**src/cfd_pkg.sv**
```systemverilog
// Shared types and constants for the command frame deframer.
`timescale 1ns / 1ps

package cfd_pkg;

    localparam int MAX_PAYLOAD_DEF = 60;
    localparam int BYTE_W          = 8;
    localparam int LEN_W           = 6;
    localparam int FRAME_OVERHEAD  = 4;
    localparam int CMD_Q_DEPTH     = 2;
    localparam int APB_ADDR_W      = 3;
    localparam int APB_DATA_W      = 32;

    localparam logic [BYTE_W-1:0] START_MARKER_RESET = 8'h01;
    localparam logic [BYTE_W-1:0] END_MARKER_RESET   = 8'hFE;

    typedef enum logic [1:0] {
        ST_GOOD    = 2'd0,
        ST_BAD_END = 2'd1,
        ST_RANGE   = 2'd2
    } status_t;

    typedef enum logic {
        REG_START_MARKER = 1'b0,
        REG_END_MARKER   = 1'b1
    } reg_idx_t;

    // Command handed from the parser to the drain sequencer
    typedef struct packed {
        logic [BYTE_W-1:0] op;
        logic [LEN_W-1:0]  len;
        status_t           status;
        logic              drain;
    } cmd_t;

    function automatic int addr_w(input int depth);
        return (depth > 1) ? $clog2(depth) : 1;
    endfunction

endpackage

```
**src/command_frame_deframer_core.sv**
```systemverilog
// Top level: marker/length/end frame deframer with APB marker registers.
// A payload byte is held off while a previous drain runs.
// First result: command queue, then BK_READ and BK_WAIT with payload, then output register.
// Payload drain: BK_READ, BK_WAIT; a RAM read starts only once the output register is free.
// Error and empty-frame results: one transfer, via the command queue and output register.
// rst_n (async, low) clears parser, command queue, sequencer and markers (0x01 / 0xFE).
`timescale 1ns / 1ps

module command_frame_deframer_core #(
    parameter int MAX_PAYLOAD = cfd_pkg::MAX_PAYLOAD_DEF
) (
    input  logic                              clk,
    input  logic                              rst_n,
    input  logic                              push,
    output logic                              full,
    input  logic [cfd_pkg::BYTE_W-1:0]        rx_byte,
    output logic                              empty,
    input  logic                              pop,
    output logic [cfd_pkg::BYTE_W-1:0]        op_code,
    output logic [cfd_pkg::LEN_W-1:0]         payload_len,
    output logic [cfd_pkg::BYTE_W-1:0]        data_byte,
    output logic                              has_byte,
    output logic                              last_of_run,
    output logic [1:0]                        frame_status,
    input  logic                              psel,
    input  logic                              penable,
    input  logic                              pwrite,
    input  logic [cfd_pkg::APB_ADDR_W-1:0]    paddr,
    input  logic [cfd_pkg::APB_DATA_W-1:0]    pwdata,
    output logic [cfd_pkg::APB_DATA_W-1:0]    prdata,
    output logic                              pready
);

    import cfd_pkg::*;

    localparam int AW = addr_w(MAX_PAYLOAD);

    logic [BYTE_W-1:0] start_marker_reg;
    logic [BYTE_W-1:0] end_marker_reg;
    reg_idx_t          reg_sel;
    logic              apb_write;

    logic              back_pending;
    logic              ram_we;
    logic [AW-1:0]     ram_waddr;
    logic [BYTE_W-1:0] ram_wdata;
    logic              ram_re;
    logic [AW-1:0]     ram_raddr;
    logic [BYTE_W-1:0] ram_rdata;
    logic              cmd_push;
    cmd_t              cmd_in;
    logic              cmd_full;
    logic              cmd_pop;
    cmd_t              cmd_out;
    logic              cmd_empty;

    assign pready    = 1'b1;
    assign reg_sel   = reg_idx_t'(paddr[2]);
    assign apb_write = psel && penable && pwrite && pready;

    always_comb
    begin
        case (reg_sel)
            REG_START_MARKER: prdata = APB_DATA_W'(start_marker_reg);
            REG_END_MARKER:   prdata = APB_DATA_W'(end_marker_reg);
            default:          prdata = '0;
        endcase
    end

    always_ff @(posedge clk or negedge rst_n)
    begin
        if (!rst_n)
        begin
            start_marker_reg <= START_MARKER_RESET;
            end_marker_reg   <= END_MARKER_RESET;
        end
        else if (apb_write)
        begin
            case (reg_sel)
                REG_START_MARKER: start_marker_reg <= pwdata[BYTE_W-1:0];
                REG_END_MARKER:   end_marker_reg   <= pwdata[BYTE_W-1:0];
                default:          start_marker_reg <= start_marker_reg;
            endcase
        end
    end

    cfd_front #(
        .MAX_PAYLOAD (MAX_PAYLOAD)
    ) u_front (
        .clk          (clk),
        .rst_n        (rst_n),
        .push         (push),
        .full         (full),
        .rx_byte      (rx_byte),
        .start_marker (start_marker_reg),
        .end_marker   (end_marker_reg),
        .back_pending (back_pending),
        .ram_we       (ram_we),
        .ram_waddr    (ram_waddr),
        .ram_wdata    (ram_wdata),
        .cmd_push     (cmd_push),
        .cmd_data     (cmd_in),
        .cmd_full     (cmd_full)
    );

    cfd_ram #(
        .WIDTH (BYTE_W),
        .DEPTH (MAX_PAYLOAD)
    ) u_payload_ram (
        .clk   (clk),
        .we    (ram_we),
        .waddr (ram_waddr),
        .wdata (ram_wdata),
        .re    (ram_re),
        .raddr (ram_raddr),
        .rdata (ram_rdata)
    );

    cfd_cmd_fifo #(
        .DEPTH (CMD_Q_DEPTH)
    ) u_cmd_fifo (
        .clk   (clk),
        .rst_n (rst_n),
        .push  (cmd_push),
        .din   (cmd_in),
        .full  (cmd_full),
        .pop   (cmd_pop),
        .dout  (cmd_out),
        .empty (cmd_empty)
    );

    cfd_back #(
        .MAX_PAYLOAD (MAX_PAYLOAD)
    ) u_back (
        .clk          (clk),
        .rst_n        (rst_n),
        .cmd_empty    (cmd_empty),
        .cmd_data     (cmd_out),
        .cmd_pop      (cmd_pop),
        .ram_re       (ram_re),
        .ram_raddr    (ram_raddr),
        .ram_rdata    (ram_rdata),
        .pending      (back_pending),
        .pop          (pop),
        .empty        (empty),
        .op_code      (op_code),
        .payload_len  (payload_len),
        .data_byte    (data_byte),
        .has_byte     (has_byte),
        .last_of_run  (last_of_run),
        .frame_status (frame_status)
    );

endmodule

```
**src/cfd_ram.sv**
```systemverilog
// Generic single-write, single-read RAM with registered read data.
`timescale 1ns / 1ps

module cfd_ram #(
    parameter int WIDTH = 8,
    parameter int DEPTH = 60
) (
    input  logic                                  clk,
    input  logic                                  we,
    input  logic [cfd_pkg::addr_w(DEPTH)-1:0]     waddr,
    input  logic [WIDTH-1:0]                      wdata,
    input  logic                                  re,
    input  logic [cfd_pkg::addr_w(DEPTH)-1:0]     raddr,
    output logic [WIDTH-1:0]                      rdata
);

    logic [WIDTH-1:0] mem [DEPTH];
    logic [WIDTH-1:0] rdata_reg;

    always_ff @(posedge clk)
    begin
        if (we)
        begin
            mem[waddr] <= wdata;
        end
        if (re)
        begin
            rdata_reg <= mem[raddr];
        end
    end

    assign rdata = rdata_reg;

endmodule

```
**src/cfd_front.sv**
```systemverilog
// Frame parser: header decode, payload capture, command issue.
`timescale 1ns / 1ps

module cfd_front #(
    parameter int MAX_PAYLOAD = cfd_pkg::MAX_PAYLOAD_DEF
) (
    input  logic                                   clk,
    input  logic                                   rst_n,
    input  logic                                   push,
    output logic                                   full,
    input  logic [cfd_pkg::BYTE_W-1:0]             rx_byte,
    input  logic [cfd_pkg::BYTE_W-1:0]             start_marker,
    input  logic [cfd_pkg::BYTE_W-1:0]             end_marker,
    input  logic                                   back_pending,
    output logic                                   ram_we,
    output logic [cfd_pkg::addr_w(MAX_PAYLOAD)-1:0] ram_waddr,
    output logic [cfd_pkg::BYTE_W-1:0]             ram_wdata,
    output logic                                   cmd_push,
    output cfd_pkg::cmd_t                          cmd_data,
    input  logic                                   cmd_full
);

    import cfd_pkg::*;

    localparam int AW = addr_w(MAX_PAYLOAD);
    localparam logic [BYTE_W-1:0] LEN_MIN = BYTE_W'(FRAME_OVERHEAD);
    localparam logic [BYTE_W-1:0] LEN_MAX = BYTE_W'(MAX_PAYLOAD + FRAME_OVERHEAD);
    localparam logic [LEN_W-1:0]  CNT_MAX = LEN_W'(MAX_PAYLOAD);

    typedef enum logic [2:0] {
        PH_START = 3'd0,
        PH_OP    = 3'd1,
        PH_LEN   = 3'd2,
        PH_DATA  = 3'd3,
        PH_END   = 3'd4
    } phase_t;

    phase_t             phase_reg;
    logic               header_good_reg;
    logic [BYTE_W-1:0]  held_op_reg;
    logic [LEN_W-1:0]   held_len_reg;
    logic [LEN_W-1:0]   byte_count_reg;

    logic               accept;
    logic               len_bad;
    logic [LEN_W-1:0]   count_next;

    assign full       = cmd_full || ((phase_reg == PH_DATA) && back_pending);
    assign accept     = push && !full;
    assign len_bad    = (rx_byte < LEN_MIN) || (rx_byte > LEN_MAX);
    assign count_next = byte_count_reg + LEN_W'(1);

    assign ram_we    = accept && (phase_reg == PH_DATA) && (byte_count_reg < CNT_MAX);
    assign ram_waddr = byte_count_reg[AW-1:0];
    assign ram_wdata = rx_byte;

    always_comb
    begin
        cmd_push        = 1'b0;
        cmd_data.op     = held_op_reg;
        cmd_data.len    = held_len_reg;
        cmd_data.status = ST_GOOD;
        cmd_data.drain  = 1'b0;
        case (phase_reg)
            PH_LEN:
            begin
                cmd_push        = accept && header_good_reg && len_bad;
                cmd_data.len    = '0;
                cmd_data.status = ST_RANGE;
            end
            PH_END:
            begin
                cmd_push = accept;
                if (rx_byte != end_marker)
                begin
                    cmd_data.status = ST_BAD_END;
                end
                else
                begin
                    cmd_data.drain = (held_len_reg != '0);
                end
            end
            default:
            begin
                cmd_push = 1'b0;
            end
        endcase
    end

    always_ff @(posedge clk or negedge rst_n)
    begin
        if (!rst_n)
        begin
            phase_reg       <= PH_START;
            header_good_reg <= 1'b0;
            held_op_reg     <= '0;
            held_len_reg    <= '0;
            byte_count_reg  <= '0;
        end
        else if (accept)
        begin
            case (phase_reg)
                PH_OP:
                begin
                    held_op_reg <= rx_byte;
                    phase_reg   <= PH_LEN;
                end
                PH_LEN:
                begin
                    phase_reg <= PH_START;
                    if (header_good_reg && !len_bad)
                    begin
                        held_len_reg   <= LEN_W'(rx_byte - LEN_MIN);
                        byte_count_reg <= '0;
                        phase_reg      <= (rx_byte == LEN_MIN) ? PH_END : PH_DATA;
                    end
                end
                PH_DATA:
                begin
                    byte_count_reg <= count_next;
                    if (count_next >= held_len_reg)
                    begin
                        phase_reg <= PH_END;
                    end
                end
                PH_END:
                begin
                    phase_reg <= PH_START;
                end
                default:
                begin
                    header_good_reg <= (rx_byte == start_marker);
                    phase_reg       <= PH_OP;
                end
            endcase
        end
    end

endmodule

```
**src/cfd_cmd_fifo.sv**
```systemverilog
// Short command queue between the parser and the drain sequencer.
`timescale 1ns / 1ps

module cfd_cmd_fifo #(
    parameter int DEPTH = cfd_pkg::CMD_Q_DEPTH
) (
    input  logic          clk,
    input  logic          rst_n,
    input  logic          push,
    input  cfd_pkg::cmd_t din,
    output logic          full,
    input  logic          pop,
    output cfd_pkg::cmd_t dout,
    output logic          empty
);

    import cfd_pkg::*;

    localparam int PW = addr_w(DEPTH);
    localparam logic [PW-1:0] LAST_PTR = PW'(DEPTH - 1);
    localparam logic [PW:0]   FULL_CNT = (PW + 1)'(DEPTH);

    cmd_t           entry_reg [DEPTH];
    logic [PW-1:0]  wr_ptr_reg;
    logic [PW-1:0]  rd_ptr_reg;
    logic [PW:0]    count_reg;
    logic           do_push;
    logic           do_pop;

    assign full    = (count_reg == FULL_CNT);
    assign empty   = (count_reg == '0);
    assign do_push = push && !full;
    assign do_pop  = pop && !empty;
    assign dout    = entry_reg[rd_ptr_reg];

    always_ff @(posedge clk)
    begin
        if (do_push)
        begin
            entry_reg[wr_ptr_reg] <= din;
        end
    end

    always_ff @(posedge clk or negedge rst_n)
    begin
        if (!rst_n)
        begin
            wr_ptr_reg <= '0;
            rd_ptr_reg <= '0;
            count_reg  <= '0;
        end
        else
        begin
            if (do_push)
            begin
                wr_ptr_reg <= (wr_ptr_reg == LAST_PTR) ? '0 : wr_ptr_reg + PW'(1);
            end
            if (do_pop)
            begin
                rd_ptr_reg <= (rd_ptr_reg == LAST_PTR) ? '0 : rd_ptr_reg + PW'(1);
            end
            if (do_push && !do_pop)
            begin
                count_reg <= count_reg + (PW + 1)'(1);
            end
            else if (do_pop && !do_push)
            begin
                count_reg <= count_reg - (PW + 1)'(1);
            end
        end
    end

endmodule

```
**src/cfd_back.sv**
```systemverilog
// Drain sequencer: turns commands into result transfers, reading payload from RAM.
`timescale 1ns / 1ps

module cfd_back #(
    parameter int MAX_PAYLOAD = cfd_pkg::MAX_PAYLOAD_DEF
) (
    input  logic                                    clk,
    input  logic                                    rst_n,
    input  logic                                    cmd_empty,
    input  cfd_pkg::cmd_t                           cmd_data,
    output logic                                    cmd_pop,
    output logic                                    ram_re,
    output logic [cfd_pkg::addr_w(MAX_PAYLOAD)-1:0] ram_raddr,
    input  logic [cfd_pkg::BYTE_W-1:0]              ram_rdata,
    output logic                                    pending,
    input  logic                                    pop,
    output logic                                    empty,
    output logic [cfd_pkg::BYTE_W-1:0]              op_code,
    output logic [cfd_pkg::LEN_W-1:0]               payload_len,
    output logic [cfd_pkg::BYTE_W-1:0]              data_byte,
    output logic                                    has_byte,
    output logic                                    last_of_run,
    output logic [1:0]                              frame_status
);

    import cfd_pkg::*;

    localparam int AW = addr_w(MAX_PAYLOAD);

    typedef enum logic [1:0] {
        BK_IDLE = 2'd0,
        BK_READ = 2'd1,
        BK_WAIT = 2'd2
    } back_state_t;

    back_state_t        state_reg;
    cmd_t               cur_reg;
    logic [LEN_W-1:0]   idx_reg;
    logic               out_valid_reg;
    logic [BYTE_W-1:0]  out_op_reg;
    logic [LEN_W-1:0]   out_len_reg;
    logic [BYTE_W-1:0]  out_data_reg;
    logic               out_has_reg;
    logic               out_last_reg;
    status_t            out_status_reg;

    logic [LEN_W-1:0]   idx_next;
    logic               is_last;

    assign idx_next  = idx_reg + LEN_W'(1);
    assign is_last   = (idx_next == cur_reg.len);
    assign cmd_pop   = (state_reg == BK_IDLE) && !cmd_empty && !out_valid_reg;
    assign ram_re    = (state_reg == BK_READ) && !out_valid_reg;
    assign ram_raddr = idx_reg[AW-1:0];
    assign pending   = (state_reg != BK_IDLE) || !cmd_empty;

    assign empty        = !out_valid_reg;
    assign op_code      = out_op_reg;
    assign payload_len  = out_len_reg;
    assign data_byte    = out_data_reg;
    assign has_byte     = out_has_reg;
    assign last_of_run  = out_last_reg;
    assign frame_status = out_status_reg;

    always_ff @(posedge clk or negedge rst_n)
    begin
        if (!rst_n)
        begin
            state_reg      <= BK_IDLE;
            cur_reg        <= '0;
            idx_reg        <= '0;
            out_valid_reg  <= 1'b0;
            out_op_reg     <= '0;
            out_len_reg    <= '0;
            out_data_reg   <= '0;
            out_has_reg    <= 1'b0;
            out_last_reg   <= 1'b0;
            out_status_reg <= ST_GOOD;
        end
        else
        begin
            if (pop && out_valid_reg)
            begin
                out_valid_reg <= 1'b0;
            end
            case (state_reg)
                BK_IDLE:
                begin
                    if (cmd_pop)
                    begin
                        if (cmd_data.drain)
                        begin
                            cur_reg   <= cmd_data;
                            idx_reg   <= '0;
                            state_reg <= BK_READ;
                        end
                        else
                        begin
                            out_valid_reg  <= 1'b1;
                            out_op_reg     <= cmd_data.op;
                            out_len_reg    <= cmd_data.len;
                            out_data_reg   <= '0;
                            out_has_reg    <= 1'b0;
                            out_last_reg   <= 1'b1;
                            out_status_reg <= cmd_data.status;
                        end
                    end
                end
                BK_READ:
                begin
                    if (ram_re)
                    begin
                        state_reg <= BK_WAIT;
                    end
                end
                BK_WAIT:
                begin
                    out_valid_reg  <= 1'b1;
                    out_op_reg     <= cur_reg.op;
                    out_len_reg    <= cur_reg.len;
                    out_data_reg   <= ram_rdata;
                    out_has_reg    <= 1'b1;
                    out_last_reg   <= is_last;
                    out_status_reg <= ST_GOOD;
                    idx_reg        <= idx_next;
                    state_reg      <= is_last ? BK_IDLE : BK_READ;
                end
                default:
                begin
                    state_reg <= BK_IDLE;
                end
            endcase
        end
    end

endmodule
```
**config.mk**
```make
export PLATFORM = sky130hd
export DESIGN_NAME = command_frame_deframer_core
export DESIGN_NICKNAME = d
export VERILOG_FILES = /design/src/cfd_pkg.sv /design/src/command_frame_deframer_core.sv /design/src/cfd_ram.sv /design/src/cfd_front.sv /design/src/cfd_cmd_fifo.sv /design/src/cfd_back.sv
export SDC_FILE = /design/constraint.sdc
export NUM_CORES = 1
export LEC_CHECK = 0
export BUFFER_PORTS_ARGS = -buffer_cell sky130_fd_sc_hd__buf_2
export CORE_MARGIN = 3
export CORE_UTILIZATION = 61
export CTS_CLUSTER_SIZE = 40
export DETAILED_ROUTE_END_ITERATION = 10
export GPL_TIMING_DRIVEN = 1
export HOLD_SLACK_MARGIN = 0.08
export PLACE_DENSITY = 0.87
export SYNTH_ARGS = -nofsm -noshare
export SYNTH_HDL_FRONTEND = slang
export SYNTH_SLANG_ARGS = --single-unit
```
**constraint.sdc**
```tcl
create_clock -name clk -period 3.5 [get_ports clk]
set_input_delay 0.35 -clock clk [delete_from_list [all_inputs] [get_ports clk]]
set_output_delay 0.35 -clock clk [all_outputs]
set_load 0.01 [all_outputs]
```
==> summary.txt, run 1 <==
Vias after detailed routing - 14.17k
Sequential share of the synthesized area - 72.50%
RR Startpoint - u_front.phase_reg[2]
Hold Crit Depth - 3
Die width - 207.8 um
Slowest cell on the critical path - or4_1
Largest cells by area after synthesis - edfxtp_1 63%, mux4_2 10%, dfrtp_1 8.6%
Worst min path class - input port to flip-flop
Remaining DRCs - 0
Worst Setup Path Type - flip-flop to flip-flop
# setup viols final - 0
Max Clock Freq - 320.6 MHz
Total length of routed wires - 59,260 um
Required time of the critical path - 3.81 ns
Worst setup EP type - flip-flop
Max incr delay on CP - 0.67 ns
Max reg flops - 480
# H-tree levels - 2
Vias in the first global route - 14.41k
Drt first pass iters - 9
CP Max Fanout - 8
Synth top cells by count - 522 x edfxtp_1, 110 x mux4_2, 108 x nor2_1
Seq cells post-synth - 615
Syn. warnings - 0
Core Region - 40,010 sq um
Worst-skew pair later-pin latency - 0.62 ns
Worst Tran Pin Value - 1.251 ns
1st-iter DRT viols - 1,978
Largest net degree at the start of global routing - 66
Startpoint of the worst hold path - pop
Final Hold Viols - 0
Minimum clock period - 3.120 ns
Area Overhead vs Synth - 12.60%
RR Endpoint - u_payload_ram.mem[57][0]
Non-Filler Instances - 2,142
Initial antenna violation count - 3
Hold Crit Endpoint - u_back.out_valid_reg
Clock Tree Root - clkbuf_16
R2R depth - 6
ANT cells - 0
CTS Sinks - 615
Critical Path AT - 3.43 ns
Post-CTS Setup Inserts - 0
Async S/R FF share, synth - 15.12%
Core Util, Final - 69.93%
Top_reg_cell synth - edfxtp_1
Maximum Capacitance Violations - 0
Pwr per Cell Area - 709.5 nW/um^2
Post-synthesis cell type count - 60
I/O pins - 111
Grt ovf - 0
Port Buf Inserts - 59
Layout Skew - 0.02979 ns
Number of synthesized flops with an enable pin - 522
Synth top area share - 63.09%
Setup_tns - 0 ns
Maximum VDD drop - 448.3 uV
Layout cell share with drive strength beyond 1 - 25.91%
Largest area contributor in the synthesized netlist - edfxtp_1
Fin crit share - 89.13%
Routability Congestion - 0.8639
Area of the die - 43,190 sq um
Outcome - complete, no violations
Via-to-Cell Ratio - 6.613
ANT nets after route - 0
Avg WL per Cell - 27.67 um
Tot GR Track Use - 27.76%
CTS tree - yes
Bufs on Longest Clock Path - 3
Initial Util - 62.10%
Clock transition at the registers of the reported paths - 0.06 ns
Nets - 1,633
Slew Viols, Final - 0
Post-Syn Area per Cell - 17.51 sq um
Row cnt - 73
Die height - 207.8 um
First-pass GRT wire length - 90,300 um
Leakage power - 9.666 nW
Count leader, synth - edfxtp_1
Post-DP HPWL - 34,450 um
Critical path cell sequence - nand3b_4, or4_1, nor2_2, nand3b_1, nor2_1, buf_4
Syn Std Cell Area - 24,840 sq um
RSZ-0062 raised after global routing - false
Syn Inst Count - 1,419
Slew headroom - 16.40%
Placed Instances - 2,027
Cts bufs inserted - 57
R2R Setup Slk - 0.38 ns
Worst Setup Start Kind - flip-flop
[power breakdown]
| group | leakage (nW) | total (mW) | switching, mW | internal (mW) |
|---|---|---|---|---|
| Clock | 0.858 | 5.88 | 2.66 | 3.22 |
| Combinational | 2.99 | 4.87 | 2.68 | 2.18 |
| Sequential | 5.81 | 9.09 | 0.569 | 8.53 |
| Total | 9.67 | 19.8 | 5.92 | 13.9 |
[per-stage QoR]
step	instance area (sq um)	setup WS, ns	hold WS (ns)	total power [mW]
detailed placement	26130	0.5164	0.4099	13.90
global placement	26130	0.5549	0.4097	13.68
finish	27970	0.3804	0.1004	19.85
CTS	27970	0.4869	0.08672	19.81
floorplan	24930	0.6820	0.05441	12.45
global route	27970	0.3645	0.1233	20.55
[per-layer routing]
layer | track usage [%] | vias to the layer above | wire length, um
li1 | - | 5797 | -
met1 | 36.75 | 7104 | 20670
met2 | 45.00 | 1080 | 29240
met3 | 6.226 | 185 | 6469
met4 | 12.32 | 0 | 2887
met5 | 0 | - | 0
[cells by family after synthesis]
| kind of cell | after synthesis | synth area share (%) |
|---|---|---|
| AO/OA/AOI/OAI | 171 | 4.427 |
| adder cells (fa/ha/maj) | 12 | 0.6043 |
| other | 2 | 0.03023 |
| AND/OR/NAND/NOR | 282 | 5.112 |
| XOR/XNOR | 36 | 1.269 |
| flip-flops | 615 | 72.50 |
| multiplexers | 184 | 13.39 |
| buffers and inverters | 117 | 2.669 |
[worst max-delay path by stage]
stage | start | end | slack, ns
after floorplan | u_front.phase_reg[2] | u_cmd_fifo.entry_reg[0][0] | 0.68
after global placement | u_back.ram_raddr[0] | u_payload_ram.rdata[3] | 0.55
after detailed placement | u_back.ram_raddr[0] | u_payload_ram.rdata[0] | 0.52
after CTS | u_back.ram_raddr[0] | u_payload_ram.rdata[0] | 0.49
after global routing | u_front.phase_reg[2] | u_payload_ram.mem[57][6] | 0.36
final | u_front.phase_reg[2] | u_payload_ram.mem[57][0] | 0.38
[repair_timing]
item | CTS | global route
hold buffers | 9 | 0
resized for setup | 0 | 0
hold endpoints to repair | 61 | 0
[layout by cell type (no fill, tap or decap), types with 5 or more instances in the layout]
cell / n
a22o_1: 10
a221oi_1: 10
dfrtp_1: 83
xor2_1: 18
ha_1: 12
a21oi_1: 33
xnor2_1: 18
a2111oi_0: 6
nand3b_1: 7
nor2b_1: 7
clkinv_1: 11
nand3_1: 14
mux2i_1: 36
buf_4: 103
o22ai_1: 10
clkbuf_16: 58
nand2_1: 101
mux2_2: 34
dlygate4sd3_1: 9
inv_1: 13
o21ai_0: 58
clkinv_2: 16
buf_2: 58
a31oi_1: 5
mux4_2: 110
conb_1: 25
nor2_1: 107
clkbuf_1: 11
edfxtp_1: 522
o221ai_1: 12
a22oi_1: 11
dfstp_2: 8
[critical path, delay by kind of cell, from the launching register on]
family                 cells  cell delay (ns)
AND/OR/NAND/NOR            5             2.13
flip-flops                 1             0.48
buffers and inverters      1             0.20
[cell type report]
cell class,instances,area (sq um)
flip-flops and latches,615,18020
clock buffers,71,1520
clock inverters,34,227.7
inverters,13,48.80
well taps,525,656.9
fillers,2234,12030
repair buffers,174,1234
multi-input cells,710,6267
(Power assumes the default switching activity.)
==> inputs of run 2 (changes only) <==
- GPL_TIMING_DRIVEN: 1 -> 0
- PLACE_DENSITY: 0.87 -> 0.85
==> run 2 against run 1 <==
Net effect: the flow now finishes with violations (negative setup slack); count of clock-buffer cells in the layout decreased by 11; global-route usage increased by 0.75 points; sequential power decreased by 2.3%; maximum frequency decreased by 13%; non-clock buffer count decreased by 2; via count increased by 1.6%; clock skew increased by 0.0029 ns; flip-flop and latch count unchanged; largest cell class unchanged; largest power group unchanged.
==> summary.txt, run 2 (synthesis results as in run 1) <==
Hold Crit Endpoint - u_front.ram_waddr[4] (was u_back.out_valid_reg)
Sequential Area - 18,010 sq um (was 18,020 sq um)
Failing checks - negative setup slack
Drt first pass iters - 6 (was 9)
Routability Congestion - 1.020 (was 0.8639)
Busiest layer in global routing - met2 (unchanged)
Clock Tree Root - clkbuf_16 (unchanged)
Port Buf Inserts - 58 (was 59)
Avg WL per Cell - 28.46 um (was 27.67 um)
Area of the die - 43,190 sq um (unchanged)
ANT nets after route - 0 (unchanged)
1st-iter DRT viols - 2,078 (was 1,978)
Initial antenna violation count - 0 (was 3)
Largest net degree at the start of global routing - 67 (was 66)
Row cnt - 73 (unchanged)
R2R depth - 7 (was 6)
Worst path most repeated cell - buf_2
Leakage power - 9.626 nW (was 9.666 nW)
GR Util met3 - 9.536% (was 6.226%)
CTS tree - yes (unchanged)
Fin crit share - 101.9% (was 89.13%)
Maximum VDD drop - 512.0 uV (was 448.3 uV)
Nets - 1,632 (was 1,633)
Vias in the first global route - 14.58k (was 14.41k)
RR Startpoint - u_front.phase_reg[2] (unchanged)
Grt ovf - 0 (unchanged)
First-pass GRT wire length - 92,190 um (was 90,300 um)
Startpoint of the worst hold path - push (was pop)
Vias after detailed routing - 14.39k (was 14.17k)
Worst Tran Pin Value - 1.403 ns (was 1.251 ns)
Cts bufs inserted - 58 (was 57)
Required time of the critical path - 3.74 ns (was 3.81 ns)
Top delay family on crit path - simple AND/OR/NAND/NOR gates (unchanged)
Commonest cells after routing, fill and taps aside - 522 x edfxtp_1, 110 x mux4_2, 101 x nand2_1 (was 522 x edfxtp_1, 110 x mux4_2, 107 x nor2_1)
ANT cells - 0 (unchanged)
Minimum clock period - 3.568 ns (was 3.120 ns)
Tot GR Track Use - 28.51% (was 27.76%)
I/O pins - 111 (unchanged)
Critical path cell sequence - buf_2, nand3b_4, or4_1, buf_2, nor2_2, nand3_1, nor2_1 (was nand3b_4, or4_1, nor2_2, nand3b_1, nor2_1, buf_4)
R2R Setup Slk - -0.07 ns (was 0.38 ns)
RR Endpoint - u_payload_ram.mem[35][0] (was u_payload_ram.mem[57][0])
Final-layout fill cell count - 2,268 (was 2,234)
Final instance area - 28,090 sq um (was 27,970 sq um)
Max Clock Freq - 280.3 MHz (was 320.6 MHz)
Worst Slack Setup Final - -0.06769 ns (was 0.3804 ns)
Worst Setup Path Type - flip-flop to flip-flop (unchanged)
Die height - 207.8 um (unchanged)
Worst path bufs/invs - 2 (was 1)
# H-tree levels - 2 (unchanged)
Remaining DRCs - 0 (unchanged)
Core Region - 40,010 sq um (unchanged)
Layout Skew - 0.03264 ns (was 0.02979 ns)
Slew headroom - 6.489% (was 16.40%)
Via-to-Cell Ratio - 6.711 (was 6.613)
Initial Util - 62.10% (unchanged)
CP Max Fanout - 8 (unchanged)
Worst-skew pair later-pin latency - 0.65 ns (was 0.62 ns)
Total length of routed wires - 61,010 um (was 59,260 um)
Worst Setup Start Kind - flip-flop (unchanged)
Multi-input gate area - 6300 sq um (was 6267 sq um)
Outcome - finished with violations (was complete, no violations)
# setup viols final - 20 (was 0)
Clock transition at the registers of the reported paths - 0.06 ns (about the same)
CTS Sinks - 615 (unchanged)
Max incr delay on CP - 0.99 ns (was 0.67 ns)
Worst min path class - input port to flip-flop (unchanged)
Met2 Resource Use GR - 44.89% (was 45.00%)
Hold Crit Depth - 5 (was 3)
Dpl cell area - 25,920 sq um (was 26,130 sq um)
Maximum Capacitance Violations - 0 (unchanged)
Met1 global-route usage - 37.74% (was 36.75%)
Critical Path AT - 3.81 ns (was 3.43 ns)
Max reg flops - 480 (unchanged)
Crit path from - u_front.phase_reg[2] (unchanged)
Die width - 207.8 um (unchanged)
Area Overhead vs Synth - 13.05% (was 12.60%)
Layout cell share with drive strength beyond 1 - 24.89% (was 25.91%)
RSZ-0062 raised after global routing - true (was false)
Bufs on Longest Clock Path - 3 (unchanged)
Final Hold Viols - 0 (unchanged)
Pwr Total - 21.09 mW (was 19.85 mW)
Pwr per Cell Area - 750.7 nW/um^2 (was 709.5 nW/um^2)
Most common cell after layout, fill and taps aside - edfxtp_1 (unchanged)
Post-DP HPWL - 37,140 um (was 34,450 um)
Slowest cell on the critical path - nor2_1 (was or4_1)
Slew Viols, Final - 0 (unchanged)
Worst setup EP type - flip-flop (unchanged)
==> run 2: cell types whose count changed in the layout (fill, tap and decap cells not counted), moves of 3 or more <==
cell / change
buf_12: -4
buf_1: +9
buf_6: +9
bufinv_16: +9
buf_4: -69
buf_2: +22
nor2_1: -15
nor2_2: +15
clkinv_4: +3
clkbuf_1: +19
==> run 2: worst max path at each step <==
stage,to,slack [ns],cells past startpoint
after floorplan,u_cmd_fifo.entry_reg[0][0],0.68,5
after global placement,u_cmd_fifo.entry_reg[0][10],-0.77,7
after detailed placement,u_cmd_fifo.entry_reg[1][9],-0.10,8
after CTS,u_payload_ram.rdata[7],0.05,6
after global routing,u_payload_ram.mem[35][4],-0.16,7
final,u_payload_ram.mem[35][0],-0.07,7
==> run 2: worst reg2reg max path: cells and delay by family (launching register included) <==
family | cells | cell delay, ns
and+or+nand+nor | 5 | 2.46
buffers and inverters | 2 | 0.37
DFF | 1 | 0.36
==> run 2: cell type report <==
type / instances / area share [%]
Buffer: 102 / 2.161
Clock buffer: 60 / 5.194
Clock inverter: 49 / 2.036
Inverter: 13 / 0.1737
Multi-Input combinational cell: 710 / 22.43
Sequential cell: 615 / 64.13
Tap cell: 525 / 2.339
Timing Repair Buffer: 70 / 1.537
==> run 2: repair_timing <==
| item | 4_1_cts | 5_1_grt |
|---|---|---|
| endpoints found under the setup margin | 0 | 179 |
| resized for setup | 0 | 16 |
| endpoints found under the hold margin | 60 | 0 |
| hold buffers | 10 | 0 |
| buffers inserted | 0 | 0 |
==> run 2: power by group <==
group / leakage, nW / total (mW) / switching, mW / internal [mW]
clock network: 0.992 / 6.68 / 2.81 / 3.87
registers: 5.82 / 8.88 / 0.356 / 8.53
logic: 2.82 / 5.52 / 3.27 / 2.25
total: 9.63 / 21.1 / 6.44 / 14.6
==> run 2: through the flow <==
| stage | cells | setup TNS (ns) | util (%) | setup WS [ns] | hold slack [ns] |
|---|---|---|---|---|---|
| floorplan | 1442 | 0 | - | 0.6820 | 0.05441 |
| global placement | 2025 | -13.09 | 64.68 | -0.7705 | 0.4354 |
| detailed placement | 2027 | -1.720 | 64.80 | -0.1019 | 0.3825 |
| CTS | 2146 | 0 | 70.13 | 0.04770 | 0.1591 |
| global route | 2144 | -3.805 | 70.21 | -0.1621 | 0.2159 |
| finish | 2144 | -0.8309 | 70.21 | -0.06769 | 0.1885 |
==> run 2: per-layer routing <==
metal | wire (um) | vias up
li1 | - | 5797
met4 | 2742 | 2
met5 | 60 | -
met1 | 21630 | 7181
met2 | 29130 | 1164
met3 | 7443 | 245
